<file path="config.mk">
export PLATFORM = sky130hd
export DESIGN_NAME = hsre_core
export DESIGN_NICKNAME = d
export VERILOG_FILES = /design/src/hdl/hsre_pkg.sv /design/src/hdl/hsre_core.sv
export SDC_FILE = /design/constraint.sdc
export NUM_CORES = 1
export LEC_CHECK = 0
export BUFFER_PORTS_ARGS = -buffer_cell sky130_fd_sc_hd__clkbuf_2
export CAP_MARGIN = 10
export CORE_AREA = 2 2 222 387
export DETAILED_ROUTE_END_ITERATION = 10
export DIE_AREA = 0 0 224 389
export PLACE_DENSITY = 0.48
export SLEW_MARGIN = 20
export SYNTH_ARGS = -nofsm -noshare
export SYNTH_HDL_FRONTEND = slang
export SYNTH_SLANG_ARGS = --single-unit
</file>
<file path="constraint.sdc">
create_clock -name aclk -period 21.9 [get_ports aclk]
set_input_delay 2.19 -clock aclk [delete_from_list [all_inputs] [get_ports aclk]]
set_output_delay 2.19 -clock aclk [all_outputs]
set_load 0.01 [all_outputs]
</file>
<file path="src/hdl/hsre_pkg.sv">
// ----------------------------------------------------------------------------
// hsre_pkg: shared types and constants of the hearable-set row expander
// Matrix geometry, stream field widths, the function code and the structs
// that pass between the sequencer and the top level.
// ----------------------------------------------------------------------------
package hsre_pkg;

    localparam int MAX_CLUSTERS  = 256;
    localparam int WORDS_PER_ROW = 8;
    localparam int WORD_W        = 32;
    localparam int ROW_BITS      = WORD_W * WORDS_PER_ROW;
    localparam int ROW_IDX_W     = $clog2(MAX_CLUSTERS);
    localparam int WIDX_W        = $clog2(WORDS_PER_ROW);
    localparam int CNT_W         = $clog2(MAX_CLUSTERS) + 1;

    // stream packing
    localparam int S_TDATA_W = 48;
    localparam int M_TDATA_W = 48;
    localparam int S_ROW_LSB  = 0;
    localparam int S_WIDX_LSB = S_ROW_LSB + ROW_IDX_W;
    localparam int S_BITS_LSB = S_WIDX_LSB + WIDX_W;
    localparam int M_WIDX_LSB = 0;
    localparam int M_BITS_LSB = M_WIDX_LSB + WIDX_W;
    localparam int M_CNT_LSB  = M_BITS_LSB + WORD_W;
    localparam int M_BAD_LSB  = M_CNT_LSB + CNT_W;
    localparam int M_USED_W   = M_BAD_LSB + 1;

    // configuration port
    localparam int PADDR_W = 3;
    localparam int PDATA_W = 32;
    localparam logic [CNT_W-1:0] CLUSTER_COUNT_RESET = CNT_W'(MAX_CLUSTERS);

    typedef logic [WORD_W-1:0]    word_t;
    typedef logic [ROW_IDX_W-1:0] row_idx_t;
    typedef logic [WIDX_W-1:0]    widx_t;
    typedef logic [CNT_W-1:0]     cnt_t;
    typedef logic [ROW_BITS-1:0]  row_t;

    typedef enum logic {
        REG_CLUSTER_COUNT = 1'b0,
        REG_UNUSED        = 1'b1
    } reg_idx_t;

    typedef enum logic {
        FUNC_LOAD   = 1'b0,
        FUNC_EXPAND = 1'b1
    } func_t;

    typedef struct packed {
        logic     we;
        row_idx_t wrow;
        widx_t    wword;
        word_t    wdata;
        logic     re;
        row_idx_t raddr;
    } mem_req_t;

    typedef struct packed {
        logic  valid;
        widx_t widx;
        word_t bits;
        cnt_t  count;
        logic  bad;
        logic  last;
    } emit_t;

endpackage

</file>
<file path="src/hdl/hsre_core.sv">
// ----------------------------------------------------------------------------
// hsre_core: sequencer of the row expander
// Takes input transfers, drives the matrix banks, ORs the selected rows into
// the accumulator one row a cycle, counts the bits and hands out the words.
// ----------------------------------------------------------------------------
module hsre_core (
    input  logic               aclk,
    input  logic               aresetn,
    input  logic               in_valid,
    output logic               in_ready,
    input  hsre_pkg::func_t    in_func,
    input  hsre_pkg::row_idx_t in_row,
    input  hsre_pkg::widx_t    in_widx,
    input  hsre_pkg::word_t    in_bits,
    input  hsre_pkg::cnt_t     lim,
    output hsre_pkg::mem_req_t mem_req,
    input  hsre_pkg::row_t     rd_row,
    output hsre_pkg::emit_t    emit,
    input  logic               emit_take
);
    import hsre_pkg::*;

    typedef enum logic [5:0] {
        ST_IDLE  = 6'b000001,
        ST_SRC   = 6'b000010,
        ST_SCAN  = 6'b000100,
        ST_DRAIN = 6'b001000,
        ST_COUNT = 6'b010000,
        ST_EMIT  = 6'b100000
    } state_t;

    state_t   state_reg, state_next;
    row_idx_t c_reg, c_next;
    logic     pend_reg, pend_next;
    logic     bad_reg, bad_next;
    row_t     src_reg, src_next;
    word_t    acc_reg [WORDS_PER_ROW];
    word_t    acc_next [WORDS_PER_ROW];
    cnt_t     cnt_reg, cnt_next;
    widx_t    wcnt_reg, wcnt_next;

    logic accept;
    logic in_lim;
    logic [5:0] word_pop;

    function automatic word_t below_mask(widx_t w, cnt_t l);
        cnt_t base;
        cnt_t d;
        base = cnt_t'({w, 5'b0});
        d    = l - base;
        if (l <= base) begin
            return '0;
        end else if (d >= cnt_t'(WORD_W)) begin
            return '1;
        end else begin
            return (word_t'(1) << d[4:0]) - word_t'(1);
        end
    endfunction

    function automatic logic [5:0] pop32(word_t v);
        logic [2:0] nib [8];
        logic [5:0] sum;
        for (int i = 0; i < 8; i++) begin
            nib[i] = 3'(v[4*i]) + 3'(v[4*i+1]) + 3'(v[4*i+2]) + 3'(v[4*i+3]);
        end
        sum = '0;
        for (int i = 0; i < 8; i++) begin
            sum = sum + 6'(nib[i]);
        end
        return sum;
    endfunction

    assign in_ready = (state_reg == ST_IDLE);
    assign accept   = in_valid && in_ready;
    assign in_lim   = ({1'b0, c_reg} < lim);
    assign word_pop = pop32(acc_reg[0] & below_mask(wcnt_reg, lim));

    always_comb begin
        mem_req.we    = accept && (in_func == FUNC_LOAD);
        mem_req.wrow  = in_row;
        mem_req.wword = in_widx;
        mem_req.wdata = in_bits;
        mem_req.re    = (accept && (in_func == FUNC_EXPAND)) || (state_reg == ST_SCAN);
        mem_req.raddr = (state_reg == ST_SCAN) ? c_reg : in_row;
    end

    always_comb begin
        emit.valid = (state_reg == ST_EMIT);
        emit.widx  = wcnt_reg;
        emit.bits  = acc_reg[0];
        emit.last  = (wcnt_reg == widx_t'(WORDS_PER_ROW - 1));
        emit.count = emit.last ? cnt_reg : '0;
        emit.bad   = bad_reg;
    end

    always_comb begin
        state_next = state_reg;
        c_next     = c_reg;
        pend_next  = pend_reg;
        bad_next   = bad_reg;
        src_next   = src_reg;
        cnt_next   = cnt_reg;
        wcnt_next  = wcnt_reg;
        for (int i = 0; i < WORDS_PER_ROW; i++) begin
            acc_next[i] = acc_reg[i];
        end

        unique case (state_reg)
            ST_IDLE: begin
                if (accept && (in_func == FUNC_EXPAND)) begin
                    state_next = ST_SRC;
                end
            end
            ST_SRC: begin
                // capture the named row as both seed and selector
                src_next = rd_row;
                for (int i = 0; i < WORDS_PER_ROW; i++) begin
                    acc_next[i] = rd_row[WORD_W*i +: WORD_W];
                end
                c_next     = '0;
                pend_next  = 1'b0;
                bad_next   = 1'b0;
                state_next = ST_SCAN;
            end
            ST_SCAN, ST_DRAIN: begin
                if (pend_reg) begin
                    for (int i = 0; i < WORDS_PER_ROW; i++) begin
                        acc_next[i] = acc_reg[i] | rd_row[WORD_W*i +: WORD_W];
                    end
                end
                if (state_reg == ST_SCAN) begin
                    pend_next = src_reg[0] && in_lim;
                    bad_next  = bad_reg || (src_reg[0] && !in_lim);
                    src_next  = src_reg >> 1;
                    c_next    = c_reg + row_idx_t'(1);
                    if (c_reg == row_idx_t'(MAX_CLUSTERS - 1)) begin
                        state_next = ST_DRAIN;
                    end
                end else begin
                    pend_next  = 1'b0;
                    cnt_next   = '0;
                    wcnt_next  = '0;
                    state_next = ST_COUNT;
                end
            end
            ST_COUNT: begin
                cnt_next = cnt_reg + cnt_t'(word_pop);
                for (int i = 0; i < WORDS_PER_ROW; i++) begin
                    acc_next[i] = acc_reg[(i + 1) % WORDS_PER_ROW];
                end
                wcnt_next = wcnt_reg + widx_t'(1);
                if (wcnt_reg == widx_t'(WORDS_PER_ROW - 1)) begin
                    state_next = ST_EMIT;
                end
            end
            ST_EMIT: begin
                if (emit_take) begin
                    for (int i = 0; i < WORDS_PER_ROW; i++) begin
                        acc_next[i] = acc_reg[(i + 1) % WORDS_PER_ROW];
                    end
                    wcnt_next = wcnt_reg + widx_t'(1);
                    if (emit.last) begin
                        state_next = ST_IDLE;
                    end
                end
            end
            default: begin
                state_next = ST_IDLE;
            end
        endcase
    end

    always_ff @(posedge aclk) begin
        if (!aresetn) begin
            state_reg <= ST_IDLE;
            c_reg     <= '0;
            pend_reg  <= 1'b0;
            wcnt_reg  <= '0;
        end else begin
            state_reg <= state_next;
            c_reg     <= c_next;
            pend_reg  <= pend_next;
            wcnt_reg  <= wcnt_next;
        end
    end

    always_ff @(posedge aclk) begin
        bad_reg <= bad_next;
        src_reg <= src_next;
        cnt_reg <= cnt_next;
        for (int i = 0; i < WORDS_PER_ROW; i++) begin
            acc_reg[i] <= acc_next[i];
        end
    end

endmodule
</file>
==> results of run 1 <==
-- power by group --
part	internal [uW]	switching (uW)
Sequential	1220	36.0
Clock	629	432
Combinational	167	248
Total	2020	716
-- worst max-delay path: cells and delay by family --
| family | cells | cell delay (ps) |
|---|---|---|
| and+or+nand+nor | 5 | 1330 |
| adders and majority gates | 9 | 4510 |
| AOI/OAI and AO/OA | 6 | 1300 |
| buffers and inverters | 3 | 340 |
-- kinds of logic after synthesis --
logic type	share of synthesized area, %
adders and majority gates	3.29
AOI/OAI and AO/OA	2.79
muxes	10.5
DFF	58.3
buffers and inverters	6.30
xor gates and xnor gates	0.414
and+or+nand+nor	18.4
-- path summary, 6_finish.rpt --
check	depth (start not counted)	slack [ps]	to
max reg2reg	23	14210	cnt_reg[6]$_SDFFCE_PN0P_
min reg2reg	1	510	pend_reg$_SDFFE_PN0P_
min	1	510	pend_reg$_SDFFE_PN0P_
max	23	12560	cnt_reg[6]$_SDFFCE_PN0P_
-- Yosys cell counts, drive strengths merged (4+ instances only) --
cell and n:
nand2 808, buf 176, nor2b 9, a22oi 4, nand3 268, o21a 7
ha 29, xnor2 4, a211oi 4, dfxtp 18, and3 9, fa 27
and2 13, a21oi 17, xor2 9, o211ai 13, o211a 8, mux2 256
nand4 4, nor3 16, o21ai 25, inv 42, clkbuf 35, o311ai 5
nand2b 4, edfxtp 522, nor2 48
-- placed cells by master (no fill, tap or decap), types with 3 or more instances in the layout --
cell                          n
sky130_fd_sc_hd__clkinv_2     7
sky130_fd_sc_hd__and2_1      13
sky130_fd_sc_hd__and3_1       8
sky130_fd_sc_hd__o311ai_0     4
sky130_fd_sc_hd__edfxtp_1   522
sky130_fd_sc_hd__nand2b_1     4
sky130_fd_sc_hd__or3_1        3
sky130_fd_sc_hd__o211a_1      8
sky130_fd_sc_hd__ha_1        29
sky130_fd_sc_hd__nor3_1      14
sky130_fd_sc_hd__clkbuf_1     6
sky130_fd_sc_hd__fa_1        27
sky130_fd_sc_hd__nand4_1      3
sky130_fd_sc_hd__a21o_1       3
sky130_fd_sc_hd__o211ai_1    13
sky130_fd_sc_hd__clkbuf_16   59
sky130_fd_sc_hd__a211oi_1     3
sky130_fd_sc_hd__clkinv_1    18
sky130_fd_sc_hd__o21ai_0     25
sky130_fd_sc_hd__inv_2        3
sky130_fd_sc_hd__inv_1       38
sky130_fd_sc_hd__xor2_1       9
sky130_fd_sc_hd__nor2_1      47
sky130_fd_sc_hd__o311a_1      3
sky130_fd_sc_hd__dfxtp_1     18
sky130_fd_sc_hd__a22oi_1      4
sky130_fd_sc_hd__diode_2      7
sky130_fd_sc_hd__nor2b_1      9
sky130_fd_sc_hd__clkbuf_2   343
sky130_fd_sc_hd__nand2_1    808
sky130_fd_sc_hd__nand3_1    267
sky130_fd_sc_hd__mux2_2     255
sky130_fd_sc_hd__o21a_1       7
sky130_fd_sc_hd__a21oi_1     16
sky130_fd_sc_hd__bufinv_16   12
sky130_fd_sc_hd__xnor2_1      4
sky130_fd_sc_hd__buf_4       30
-- layout make-up --
type                    count  area (sq um)  share of cell area (%)
repair buffers            375          1990                    6.36
clock buffers              65          1500                    4.79
well taps                1072          1340                    4.29
clock inverters            39           484                    1.55
diodes                      7          17.5                  0.0560
flip-flops and latches    540         16000                    51.2
multi-input cells        1628          9760                    31.2
inverters                  43           169                   0.540
-- metal layers --
metal  part of all wire [%]  wire length (microns)  vias to the layer above
met5                   0.32                    297                        -
met4                    4.0                   3740                       44
met3                    5.9                   5490                      196
met2                     51                  47800                      543
met1                     39                  36400                     9374
li1                       -                      -                     8920
-- per-stage QoR --
| stage | total power (uW) | worst slack, ps | hold slack [ps] |
|---|---|---|---|
| after CTS | 2780 | 12550 | 500 |
| after global placement | 1690 | 11930 | 454 |
| after global routing | 2860 | 12160 | 526 |
| after floorplan | 1580 | 6210 | 433 |
| final | 2730 | 12560 | 505 |
| after detailed placement | 1700 | 11880 | 487 |
==> results by stage, run 1 <==
Outcome:
- The run finished with clean final reports.

STA:
- The final count of pins violating max slew is 0.
- The clock arrives with 27.2 ps of skew.
- Setup repair after global routing left no endpoint under its margin.
- The highest attainable clock frequency is 107 MHz.
- The pin slew with the least headroom to its limit is 1190 ps.
- The ratio of final minimum period to clock period is 42.7%.
- The tightest slew margin relative to the limit is 20.8%.
- Setup violations remaining at the end of the flow were counted as 0.
- Adding up every negative setup slack in the final design gives 0 ps.
- The minimum period implied by the final worst setup slack is 9340 ps.
- The hold violation total from the final report came to 0.

Worst setup path:
- In this design, the critical path's most frequently occurring cell is sky130_fd_sc_hd__fa_1.
- The signal on the critical path passes through clkbuf_2, nor2_1, nand2_1, ha_1, and2_1, a21oi_1, o32ai_1, o311ai_0, fa_1, fa_1, fa_1, inv_1, fa_1, fa_1, fa_1, inv_1, fa_1, fa_1, nor2b_1, o31a_1, o21a_1, o21a_1, nor3_1.
- STA puts the critical path data arrival time at 9680 ps.
- The delay of the slowest critical-path stage is 550 ps.
- The largest fanout on the critical path is 22.
- STA classifies the critical path startpoint as a primary input.
- The startpoint identified for the worst register-to-register timing path is wcnt_reg[0]$_SDFFE_PN0P_.
- The path type of the worst setup path is in -> reg.
- The endpoint required time on the critical path is 22240 ps.
- The slowest cell on the critical path is sky130_fd_sc_hd__fa_1.
- The critical path starts at lim[1].
- The worst setup path is captured at a flop.

Clock tree:
- The number of buffers created by CTS is 57.
- The post-CTS clock slew at the launch and capture registers of the worst setup and hold paths is 70 ps.
- The cell sitting at the root of the clock tree is a sky130_fd_sc_hd__clkbuf_16.
- The TritonCTS clock tree is yes.
- The H-tree was split into 2 levels.
- The number of hold buffers added after CTS was 0.
- Clock tree synthesis found a total of 540 sinks.
- The post-CTS resize count is 0.
- The clock passes through at most 3 buffers.
- The number of buffers inserted to repair setup after CTS is 0.
- At the later pin of the worst-skew pair, clock insertion delay measures 630 ps.

Power and ir drop:
- For this design the ratio of total power to cell area is 87.4 nW/um^2.
- The largest voltage drop on the vdd net is 75.3 uV.
- The static leakage power is 0.0118 uW.

Logic synthesis:
- The share of async-settable or async-resettable flops after synthesis is 0%.
- By area the synthesized netlist is led by sky130_fd_sc_hd__edfxtp_1 57%, sky130_fd_sc_hd__nand2_1 11%, sky130_fd_sc_hd__mux2_2 10%, sky130_fd_sc_hd__nand3_1 4.9%, sky130_fd_sc_hd__buf_6 2.4%.
- Sequential cells were found to cover 58.3% of the synthesized design area.
- The area of the mapped netlist is 27500 sq um.
- Yosys mapped a number of flops with a built-in enable equal to 522.
- After synthesis, the mean cell area works out to 11.4 sq um.
- After synthesis, the largest area contributor takes up 57.0% of total cell area.
- The number of nets in the synthesized netlist is 2791.
- The count of different cell masters after synthesis is 64.
- Among all flip-flop cells after synthesis, the most frequent one is sky130_fd_sc_hd__edfxtp_1.
- For this run, the number of Yosys warnings is 0.
- Synthesis handed over a netlist of 2422 instances.
- Counting flops and latches in the post-synthesis netlist gives 540.
- The synthesized design spends more area on one cell type than any other, namely sky130_fd_sc_hd__edfxtp_1.

GRT:
- The most congested layer reported by global routing is met2.
- The total congestion overflow is 0.
- The global routing met2 resource utilization is 37.8%.
- The first global-routing pass estimated 135 mm of wire.
- The global routing met1 resource utilization is 24.6%.
- The met3 routing resource usage after global routing is 4.63%.
- Entering global routing, the biggest net connects 159 pins.
- The number of global-route vias before repair is 19800.
- In the global route stage, overall resource usage came out at 21.2%.
- The number of antenna violations at the first check in global routing is 31.

Floorplanning:
- In this run the core area contains 141 standard-cell rows.
- The die outline height is 389 microns.
- The initial standard-cell utilization of the core is 32.7%.
- The die is 224 microns wide.
- The full die area is 87100 sq um.
- The number of I/O pins is 414.
- The floorplan step defined a core boundary enclosing 84200 sq um.

Run:
- The tool flagged a number of max-cap violations equal to 0.

Detailed routing:
- In this run the remaining antenna-violating nets after routing total 0.
- The total length of routed wires is 93.8 mm.
- After detailed routing, the number of remaining DRC violations is 0.
- The via-per-instance ratio is 5.06.
- Before antenna repair, the detailed router went through 5 iterations.
- The count of vias placed by the detailed router is 19100.
- The routed length per instance is 24.9 microns.
- The count of routing violations after the opening detailed-route iteration is 1205.

Placed design:
- During placement, the flow inserted port buffers numbering 343.
- The instance area at placement is 29300 sq um.
- The wire-length estimate of the detail-placed layout is 67.9 mm.
- After detailed placement, the design holds a cell count of 3657.
- The final weighted congestion of routability-driven global placement is 0.862.

Worst hold path:
- The worst hold path begins at pend_reg$_SDFFE_PN0P_.
- The path class of the tightest hold or removal check is reg -> reg.

Finish:
- The layout has 8454 filler cells.
- The number of standard cells in the final layout excluding fillers is 3769.
- At the end of the flow the core is filled with cells to 37.2%.
- In the final layout, the share of cells above drive strength 1 is 27.1%.
- The relative area change from synthesis to final layout is 13.8%.
- The post-layout net count is 3014.
- The summed area of non-filler cells in the final layout is 31300 sq um.
No activity file was read; power rests on OpenSTA's default activity.
==> run 2, diff against run 1 <==
--- a/config.mk
+++ b/config.mk
@@ -5,11 +5,12 @@
 export SDC_FILE = /design/constraint.sdc
 export NUM_CORES = 1
 export LEC_CHECK = 0
+export ABC_AREA = 1
 export BUFFER_PORTS_ARGS = -buffer_cell sky130_fd_sc_hd__clkbuf_2
 export CAP_MARGIN = 10
-export CORE_AREA = 2 2 222 387
+export CORE_AREA = 2 2 224 391
 export DETAILED_ROUTE_END_ITERATION = 10
-export DIE_AREA = 0 0 224 389
+export DIE_AREA = 0 0 226 393
 export PLACE_DENSITY = 0.48
 export SLEW_MARGIN = 20
 export SYNTH_ARGS = -nofsm -noshare
==> constraint.sdc (replaced) <==
create_clock -name aclk -period 9.3 [get_ports aclk]
set_input_delay 0.93 -clock aclk [delete_from_list [all_inputs] [get_ports aclk]]
set_output_delay 0.93 -clock aclk [all_outputs]
set_load 0.01 [all_outputs]
==> run 2 against run 1 <==
  * Clock power rose by 130%
  * Critical path type unchanged
  * Final area grew 2.3%
  * Via count rose by 11%
  * Critical endpoint unchanged
  * Core utilization is 0.26 points higher
  * Die area up 1.9%
  * Hold slack improved by 3.1 ps
  * Non-clock buffer count shrank 11
  * Cell count is 14% higher
  * Sequential power grew to 2.6 times the previous value
==> results by stage, run 2 <==
Outcome:
- The flow ran to the end, and the final reports show no timing, DRC or antenna violations.

STA:
- The hold violation total from the final report was 0 (unchanged).
- The final setup violation count is 0 (unchanged).
- The worst path needs 7590 ps of the cycle, external delays included.
- The final count of pins violating max slew is 0 (unchanged).
- The total negative slack is 0 ps (unchanged).
- The pin slew with the least headroom to its limit came to 1010 ps (-179 ps).
- The post-route clock skew is 24.6 ps (-2.69 ps).
- The highest attainable clock frequency is 132 MHz.
- Setup repair after global routing left no endpoint under its margin.
- The tightest slew margin relative to the limit is 32.7% (+12 points).
- Of the available clock period, the critical path in the final layout requires 81.7%.

Logic synthesis:
- The area of the mapped netlist was 28100 sq um (+2.1%).
- The most repeated cell in the gate-level netlist after synthesis is sky130_fd_sc_hd__nand2_1.
- The post-synthesis sequential area ratio is 57.1% (-1.2 points).
- The cell taking the most area after synthesis is sky130_fd_sc_hd__edfxtp_1.
- The number of nets in the synthesized netlist is 3289 (+18%).
- The average cell area after synthesis came to 9.61 sq um (-15%).
- By area the synthesized netlist is led by sky130_fd_sc_hd__edfxtp_1 56%, sky130_fd_sc_hd__nand2_1 16%, sky130_fd_sc_hd__inv_1 3.9%, sky130_fd_sc_hd__buf_4 2.6%, sky130_fd_sc_hd__o221ai_1 2.3%.
- The area share of the largest cell type after synthesis came to 55.8% (-1.2 points).
- The flip-flop cell with the highest count after synthesis is sky130_fd_sc_hd__edfxtp_1.
- The share of async-settable or async-resettable flops after synthesis is 0% (unchanged).
- The yosys synthesis warning count is 0 (unchanged).
- The count of flip-flops with a built-in enable after synthesis is 522 (unchanged).
- The count of mapped cells out of synthesis is 2920 (+21%).
- The number of synthesized register bits is 540 (unchanged).
- Sorting the synthesized cells by how often they occur yields 1201 x sky130_fd_sc_hd__nand2_1, 522 x sky130_fd_sc_hd__edfxtp_1, 294 x sky130_fd_sc_hd__inv_1, 100 x sky130_fd_sc_hd__o21ai_0, 96 x sky130_fd_sc_hd__buf_4.
- The count of different cell masters after synthesis is 40 (-38%).

Worst setup path:
- The delay of the slowest critical-path stage is 650 ps (+100 ps).
- The startpoint identified for the worst register-to-register timing path is wcnt_reg[0]$_SDFFE_PN0P_.
- The critical path depth is 30 (+30%).
- The worst register-to-register path ends at cnt_reg[6]$_SDFFCE_PN0P_.
- The depth of the worst register-to-register path was 28 (+22%).
- The endpoint kind of the worst setup timing path is a flop.
- The slowest cell on the critical path is sky130_fd_sc_hd__inv_1.
- The number of buffers and inverters on the critical path is 7 (+4).
- The path type of the worst setup path is in -> reg.
- The endpoint required time on the critical path was 9680 ps (-12560 ps).
- The reg-to-reg setup timing slack came to 1820 ps (-12390 ps).
- By instance count, the cell type seen most on the critical path is sky130_fd_sc_hd__fa_1.
- The arrival time at the worst endpoint was 7980 ps (-1700 ps).
- The largest delay contributor family on the critical path is adder cells.
- The worst setup path is launched from a primary input.
- The largest fanout on the critical path was 24 (+9.1%).

Finish:
- The total area of sequential cells is 16000 sq um (unchanged).
- The count of filler cells inserted in the layout is 8842 (+4.6%).
- The top cell types in the final layout, fill and taps aside, are 1200 x sky130_fd_sc_hd__nand2_1, 522 x sky130_fd_sc_hd__edfxtp_1, 343 x sky130_fd_sc_hd__clkbuf_2, 293 x sky130_fd_sc_hd__inv_1, 100 x sky130_fd_sc_hd__o21ai_0.
- The proportion of layout cells with a drive suffix above 1 is 17.2% (-9.9 points).
- The post-layout net count is 3484 (+16%).
- The area taken by multi-input logic gates was 9530 sq um (-2.4%).
- The most common cell after layout, fill and taps aside is sky130_fd_sc_hd__nand2_1.
- Relative to the synthesized area, the layout overhead comes to 14.0%.

Floorplanning:
- The floorplan row count is 142 (+0.71%).
- The number of I/O pins is 414 (unchanged).
- The full die area was 88800 sq um (+1.9%).
- The die span in x is 226 microns (+0.89%).
- The die outline height is 393 microns (+1.0%).
- The placeable core area is 85500 sq um (+1.6%).
- The initial standard-cell utilization of the core was 32.9% (+0.18 points).

Placed design:
- The final weighted congestion of routability-driven global placement is 0.936 (+8.6%).
- The post-detailed-placement half-perimeter wirelength is 76.9 mm (+13%).
- The total of buffers placed on input and output ports is 343 (unchanged).

GRT:
- The number of global-route vias before repair is 21400 (+8.3%).
- The total global-route track usage was 23.3% (+2.1 points).
- The largest net degree at the start of global routing is 176 (+11%).
- The wire length of the first global-routing pass is 148 mm (+9.5%).
- The number of antenna violations at the first check in global routing is 11 (-65%).
- The total congestion overflow is 0 (unchanged).

Detailed routing:
- The via-per-instance ratio is 4.92 (-2.8%).
- The total iterations of the first detailed-routing run is 5 (unchanged).
- The routed length per instance is 24.2 microns (-2.8%).
- The count of vias placed by the detailed router was 21200 (+11%).
- The count of routing violations after the opening detailed-route iteration was 1613 (+34%).
- The residual DRC count is 0 (unchanged).
- The total length of routed wires was 104 mm (+11%).
- The number of antenna-violating nets in the routed design is 0 (unchanged).

Worst hold path:
- The worst hold path depth was 2 (+1).
- The endpoint with the worst hold slack is wcnt_reg[2]$_SDFFE_PN0P_.
- The start point of the worst min-delay path is wcnt_reg[2]$_SDFFE_PN0P_.
- The path class of the tightest hold or removal check is reg -> reg.

Clock tree:
- The total number of clock tree sinks was 540 (unchanged).
- The number of buffers created by CTS is 58 (+1.8%).
- Clock tree synthesis selected as its root buffer the cell sky130_fd_sc_hd__clkbuf_16.
- The number of buffers inserted to repair setup after CTS was 0 (unchanged).
- The post-CTS clock slew at the launch and capture registers of the worst setup and hold paths is 70 ps (about the same).
- The H-tree level count was 2 (unchanged).
- The insertion delay of the later-clocked pin in the worst-skew pair is 640 ps (about the same).
- The number of hold buffers added after CTS is 0 (unchanged).
- The maximum root-to-sink buffer count is 3 (unchanged).
- The TritonCTS clock tree is yes.
- The post-CTS resize count came to 0 (unchanged).

Power and ir drop:
- The largest voltage drop on the vdd net was 339 uV (+350%).
- The ratio of total power to cell area is 252 nW/um^2 (+190%).
- The power after layout is 8050 uW (+190%).
- The static leakage power is 0.0134 uW (+13%).

Run:
- The max-capacitance violation count is 0 (unchanged).
[run 2: cell types whose count changed in the layout (fill, tap and decap cells not counted), sizes merged, moves of 46 or more]
cell    previous run  this run
nand2            808      1203
inv               44       303
mux2             256         0
nand3            268        93
o221ai             1       115
o211ai            13       116
o21ai             25       102
nor2              48        94
[run 2: final cells by class]
type                       count  area share (%)
antenna                        3          0.0235
clock buffer                  72            4.90
clock inverter                30            1.02
inverter                     304            3.61
multi-input combinational   1847            29.8
sequential                   540            50.1
tap                         1152            4.50
timing repair buffer         364            6.05
[run 2: worst min-delay path, stage by stage, from the launching register on]
cell and delay (ps):
sky130_fd_sc_hd__dfxtp_1 340, sky130_fd_sc_hd__nand2_1 70, sky130_fd_sc_hd__a21oi_1 50
[run 2: power breakdown]
part | internal (uW) | total [uW] | switching, uW
sequential | 3160 | 3330 | 166
clock | 1380 | 2400 | 1020
combinational | 749 | 2320 | 1570
total | 5290 | 8050 | 2760
[run 2: logic make-up (layout without fill, tap and decap cells)]
family | Yosys count | in the layout | synth area share, %
DFF | 540 | 540 | 57.1
xor gates and xnor gates | 2 | 2 | 0.0624
buffers and inverters | 533 | 770 | 9.08
AOI/OAI and AO/OA | 374 | 374 | 10.7
other | 0 | 3 | 0
adders and majority gates | 56 | 56 | 3.22
and+or+nand+nor | 1415 | 1415 | 19.8
[run 2: how the worst max path moves through the flow]
| stage | endpoint | from | slack [ps] |
|---|---|---|---|
| floorplan | cnt_reg[6]$_SDFFCE_PN0P_ | lim[5] | 2080 |
| global placement | cnt_reg[6]$_SDFFCE_PN0P_ | lim[5] | 980 |
| detailed placement | cnt_reg[6]$_SDFFCE_PN0P_ | lim[5] | 990 |
| CTS | cnt_reg[6]$_SDFFCE_PN0P_ | lim[5] | 1680 |
| global route | cnt_reg[6]$_SDFFCE_PN0P_ | lim[5] | 1250 |
| finish | cnt_reg[6]$_SDFFCE_PN0P_ | lim[5] | 1710 |
[run 2: per-layer routing]
metal	GRT usage [%]	routed length, microns	vias to the layer above
met3	3.07	4870	153
li1	-	-	10100
met2	41.3	53200	563
met4	10.5	4930	10
met1	28.0	41200	10400
met5	0	60	-
[run 2: stage by stage]
| stage | worst slack, ps | cell area (sq um) | util [%] | std cells | hold slack, ps |
|---|---|---|---|---|---|
| floorplan | 2080 | 28100 | - | 2920 | 455 |
| global placement | 979 | 30100 | 35.2 | 4207 | 497 |
| detailed placement | 990 | 30100 | 35.2 | 4207 | 499 |
| CTS | 1680 | 32000 | 37.4 | 4309 | 504 |
| global route | 1250 | 32000 | 37.4 | 4311 | 521 |
| finish | 1710 | 32000 | 37.4 | 4312 | 508 |
==> run 3, diff against run 2 <==
==> constraint.sdc (replaced) <==
create_clock -name aclk -period 7.3 [get_ports aclk]
set_input_delay 0.73 -clock aclk [delete_from_list [all_inputs] [get_ports aclk]]
set_output_delay 0.73 -clock aclk [all_outputs]
set_load 0.01 [all_outputs]
==> run 3 against run 2 <==
  * Worst setup slack got worse by 1400 ps
  * Wire length increased by 1.3%
  * Sequential cell count unchanged
  * Critical endpoint unchanged
  * Count of clock-buffer cells in the layout decreased by 11
  * Sequential share of layout area decreased by 0.64 points
  * Clock skew increased by 4.3 ps
  * Die area unchanged
  * Hold slack got worse by 130 ps
  * Critical path type is now reg -> reg
  * Final area increased by 1.3%
  * Combinational power increased by 48%
  * Cell count increased by 1.4%
  * Core utilization increased by 0.48 points
==> results by stage, run 3 (synthesized netlist as in run 2, its figures left out) <==
Outcome:
- The flow ran to the end, and the final reports show no timing, DRC or antenna violations.

STA:
- The tightest slew margin relative to the limit is 20.9% (-12 points).
- The pin slew with the least headroom to its limit is 1180 ps (+170 ps).
- The final count of pins violating max slew is 0 (unchanged).
- In the finished design, the share of the clock period the worst path needs comes to 95.4%.
- Timing would allow up to 144 MHz.
- The final setup violation count is 0 (unchanged).
- Counting I/O delays and the setup requirement, the final critical path takes 6960 ps.
- Setup repair after global routing left no endpoint under its margin.
- The post-route clock skew is 28.8 ps (+4.28 ps).
- The minimum hold slack was 379 ps (-130 ps).
- The hold violation total from the final report is 0 (unchanged).

Clock tree:
- The number of buffers inserted to repair setup after CTS is 0 (unchanged).
- The number of buffers created by CTS came to 55 (-5.2%).
- The total number of clock tree sinks came to 540 (unchanged).
- The number of hold buffers added after CTS came to 0 (unchanged).
- The TritonCTS clock tree is yes.
- The post-CTS clock slew at the launch and capture registers of the worst setup and hold paths is 70 ps (about the same).
- The H-tree level count came to 2 (unchanged).
- The maximum root-to-sink buffer count is 3 (unchanged).
- The insertion delay of the later-clocked pin in the worst-skew pair is 640 ps (about the same).
- In this run the clock root is driven by a sky130_fd_sc_hd__clkbuf_16.

Placed design:
- The total of buffers placed on input and output ports came to 343 (unchanged).
- The final weighted congestion of routability-driven global placement was 0.920 (-1.6%).
- The post-detailed-placement half-perimeter wirelength came to 78.6 mm (+2.2%).

Worst setup path:
- The critical path is of the reg -> reg type.
- STA classifies the critical path startpoint as a flop.
- The largest delay contributor family on the critical path is adder cells.
- The number of buffers and inverters on the critical path came to 4 (-3).
- The delay of the slowest critical-path stage is 570 ps (-80 ps).
- The arrival time at the worst endpoint is 7340 ps (-640 ps).
- The largest fanout on the critical path is 14 (-42%).
- The worst setup path is captured at a flop.
- The signal on the critical path passes through ha_1, fa_1, o211ai_1, nand2_1, inv_2, nand3_1, fa_1, inv_1, fa_1, fa_1, fa_1, fa_1, fa_1, inv_1, fa_1, fa_1, inv_1, nand3_1, nand2_1, nand2_1, nand2_1, a21oi_1, o21ai_0, a21oi_1.
- The slowest stage of the critical path is the sky130_fd_sc_hd__fa_1 cell.
- By instance count, the cell type seen most on the critical path is sky130_fd_sc_hd__fa_1.
- The endpoint required time on the critical path is 7680 ps (-2000 ps).

Floorplanning:
- The die outline height is 393 microns (unchanged).
- The placeable core area is 85500 sq um (unchanged).
- The initial standard-cell utilization of the core came to 32.9% (unchanged).
- The die span in x is 226 microns (unchanged).
- The full die area came to 88800 sq um (unchanged).
- The number of I/O pins came to 414 (unchanged).
- The floorplan row count is 142 (unchanged).

Detailed routing:
- The total length of routed wires is 106 mm (+1.3%).
- The routed length per instance came to 24.2 microns (-0.10%).
- The total iterations of the first detailed-routing run is 7 (+2).
- The residual DRC count is 0 (unchanged).
- The count of routing violations after the opening detailed-route iteration is 1626 (+0.81%).
- The count of vias placed by the detailed router was 21400 (+0.79%).
- The via-per-instance ratio is 4.89 (-0.59%).
- The number of antenna-violating nets in the routed design is 0 (unchanged).

GRT:
- The wire length of the first global-routing pass is 149 mm (+0.47%).
- The number of global-route vias before repair was 21300 (-0.69%).
- The total congestion overflow is 0 (unchanged).
- The largest net degree at the start of global routing is 204 (+16%).
- The number of antenna violations at the first check in global routing is 16 (+5).
- The total global-route track usage is 23.5% (+0.24 points).

Power and ir drop:
- The static leakage power is 0.0136 uW (+1.9%).
- The power after layout is 10700 uW (+33%).
- The largest voltage drop on the vdd net is 460 uV (+36%).
- The ratio of total power to cell area is 330 nW/um^2 (+31%).

Finish:
- Leaving out fill and tap cells, the most frequent cell in the layout is sky130_fd_sc_hd__nand2_1.
- The count of filler cells inserted in the layout is 8757 (-0.96%).
- From synthesis to final layout, the design area changed by 15.4%.
- The proportion of layout cells with a drive suffix above 1 is 18.7% (+1.5 points).
- The utilization after layout was 37.9% (+0.48 points).
- The post-layout net count is 3536 (+1.5%).
- Leaving out fill and tap cells, the most frequent cells in the layout are 1200 x sky130_fd_sc_hd__nand2_1, 522 x sky130_fd_sc_hd__edfxtp_1, 343 x sky130_fd_sc_hd__clkbuf_2, 292 x sky130_fd_sc_hd__inv_1, 100 x sky130_fd_sc_hd__o21ai_0.

Run:
- The max-capacitance violation count is 0 (unchanged).

Worst hold path:
- The path category of the worst min-delay check is in -> reg.
## run 3: layer usage
metal  track usage, %  up-vias  wire length [microns]
met5                0        -                     60
met3             3.22      171                   4990
met2             41.8      637                  53700
met1             27.7    10300                  41600
met4             11.5       10                   5220
li1                 -    10200                      -
## run 3: final timing paths
path | startpoint | endpoint | slack, ps | cells past startpoint
max | wcnt_reg[0]$_SDFFE_PN0P_ | cnt_reg[6]$_SDFFCE_PN0P_ | 340 | 24
min | rd_row[18] | src_reg[18]$_DFFE_PP_ | 380 | 3
max reg2reg | wcnt_reg[0]$_SDFFE_PN0P_ | cnt_reg[6]$_SDFFCE_PN0P_ | 340 | 24
min reg2reg | src_reg[57]$_DFFE_PP_ | src_reg[56]$_DFFE_PP_ | 510 | 2
## run 3: timing repair
item | CTS | global route
endpoints found under the setup margin | 0 | 2
hold endpoints to repair | 0 | 0
gates resized for setup | 0 | 2
## run 3: per-stage QoR
step           setup WS (ps)  area [sq um]  setup TNS, ps  instances
2_1_floorplan            285         28100              0       2920
3_5_place_dp            -305         30500           -604       4262
6_report                 336         32400              0       4372
4_1_cts                  210         32400              0       4365
3_3_place_gp            -313         30500           -592       4262
5_1_grt                 24.3         32400              0       4372
## run 3: layout make-up
class                   count  area (sq um)  area share (%)
clock inverters            42           434            1.34
well taps                1152          1440            4.45
diodes                      7          17.5          0.0540
repair buffers            419          2370            7.33
inverters                 304          1150            3.56
flip-flops and latches    540         16000            49.5
clock buffers              61          1420            4.38
multi-input cells        1847          9530            29.4
## run 3: power by group
group / total (uW) / leakage, uW / switching, uW / internal, uW
Clock: 3030 / 0.000911 / 1310 / 1720
Combinational: 3440 / 0.00783 / 2140 / 1300
Sequential: 4240 / 0.00489 / 214 / 4020
## run 3: worst register-to-register path: cells and delay by family (launching register included)
kind,cells,cell delay [ps]
AOI/OAI and AO/OA,4,540
adders and majority gates,10,4730
buffers and inverters,4,460
and+or+nand+nor,6,620
DFF,1,350
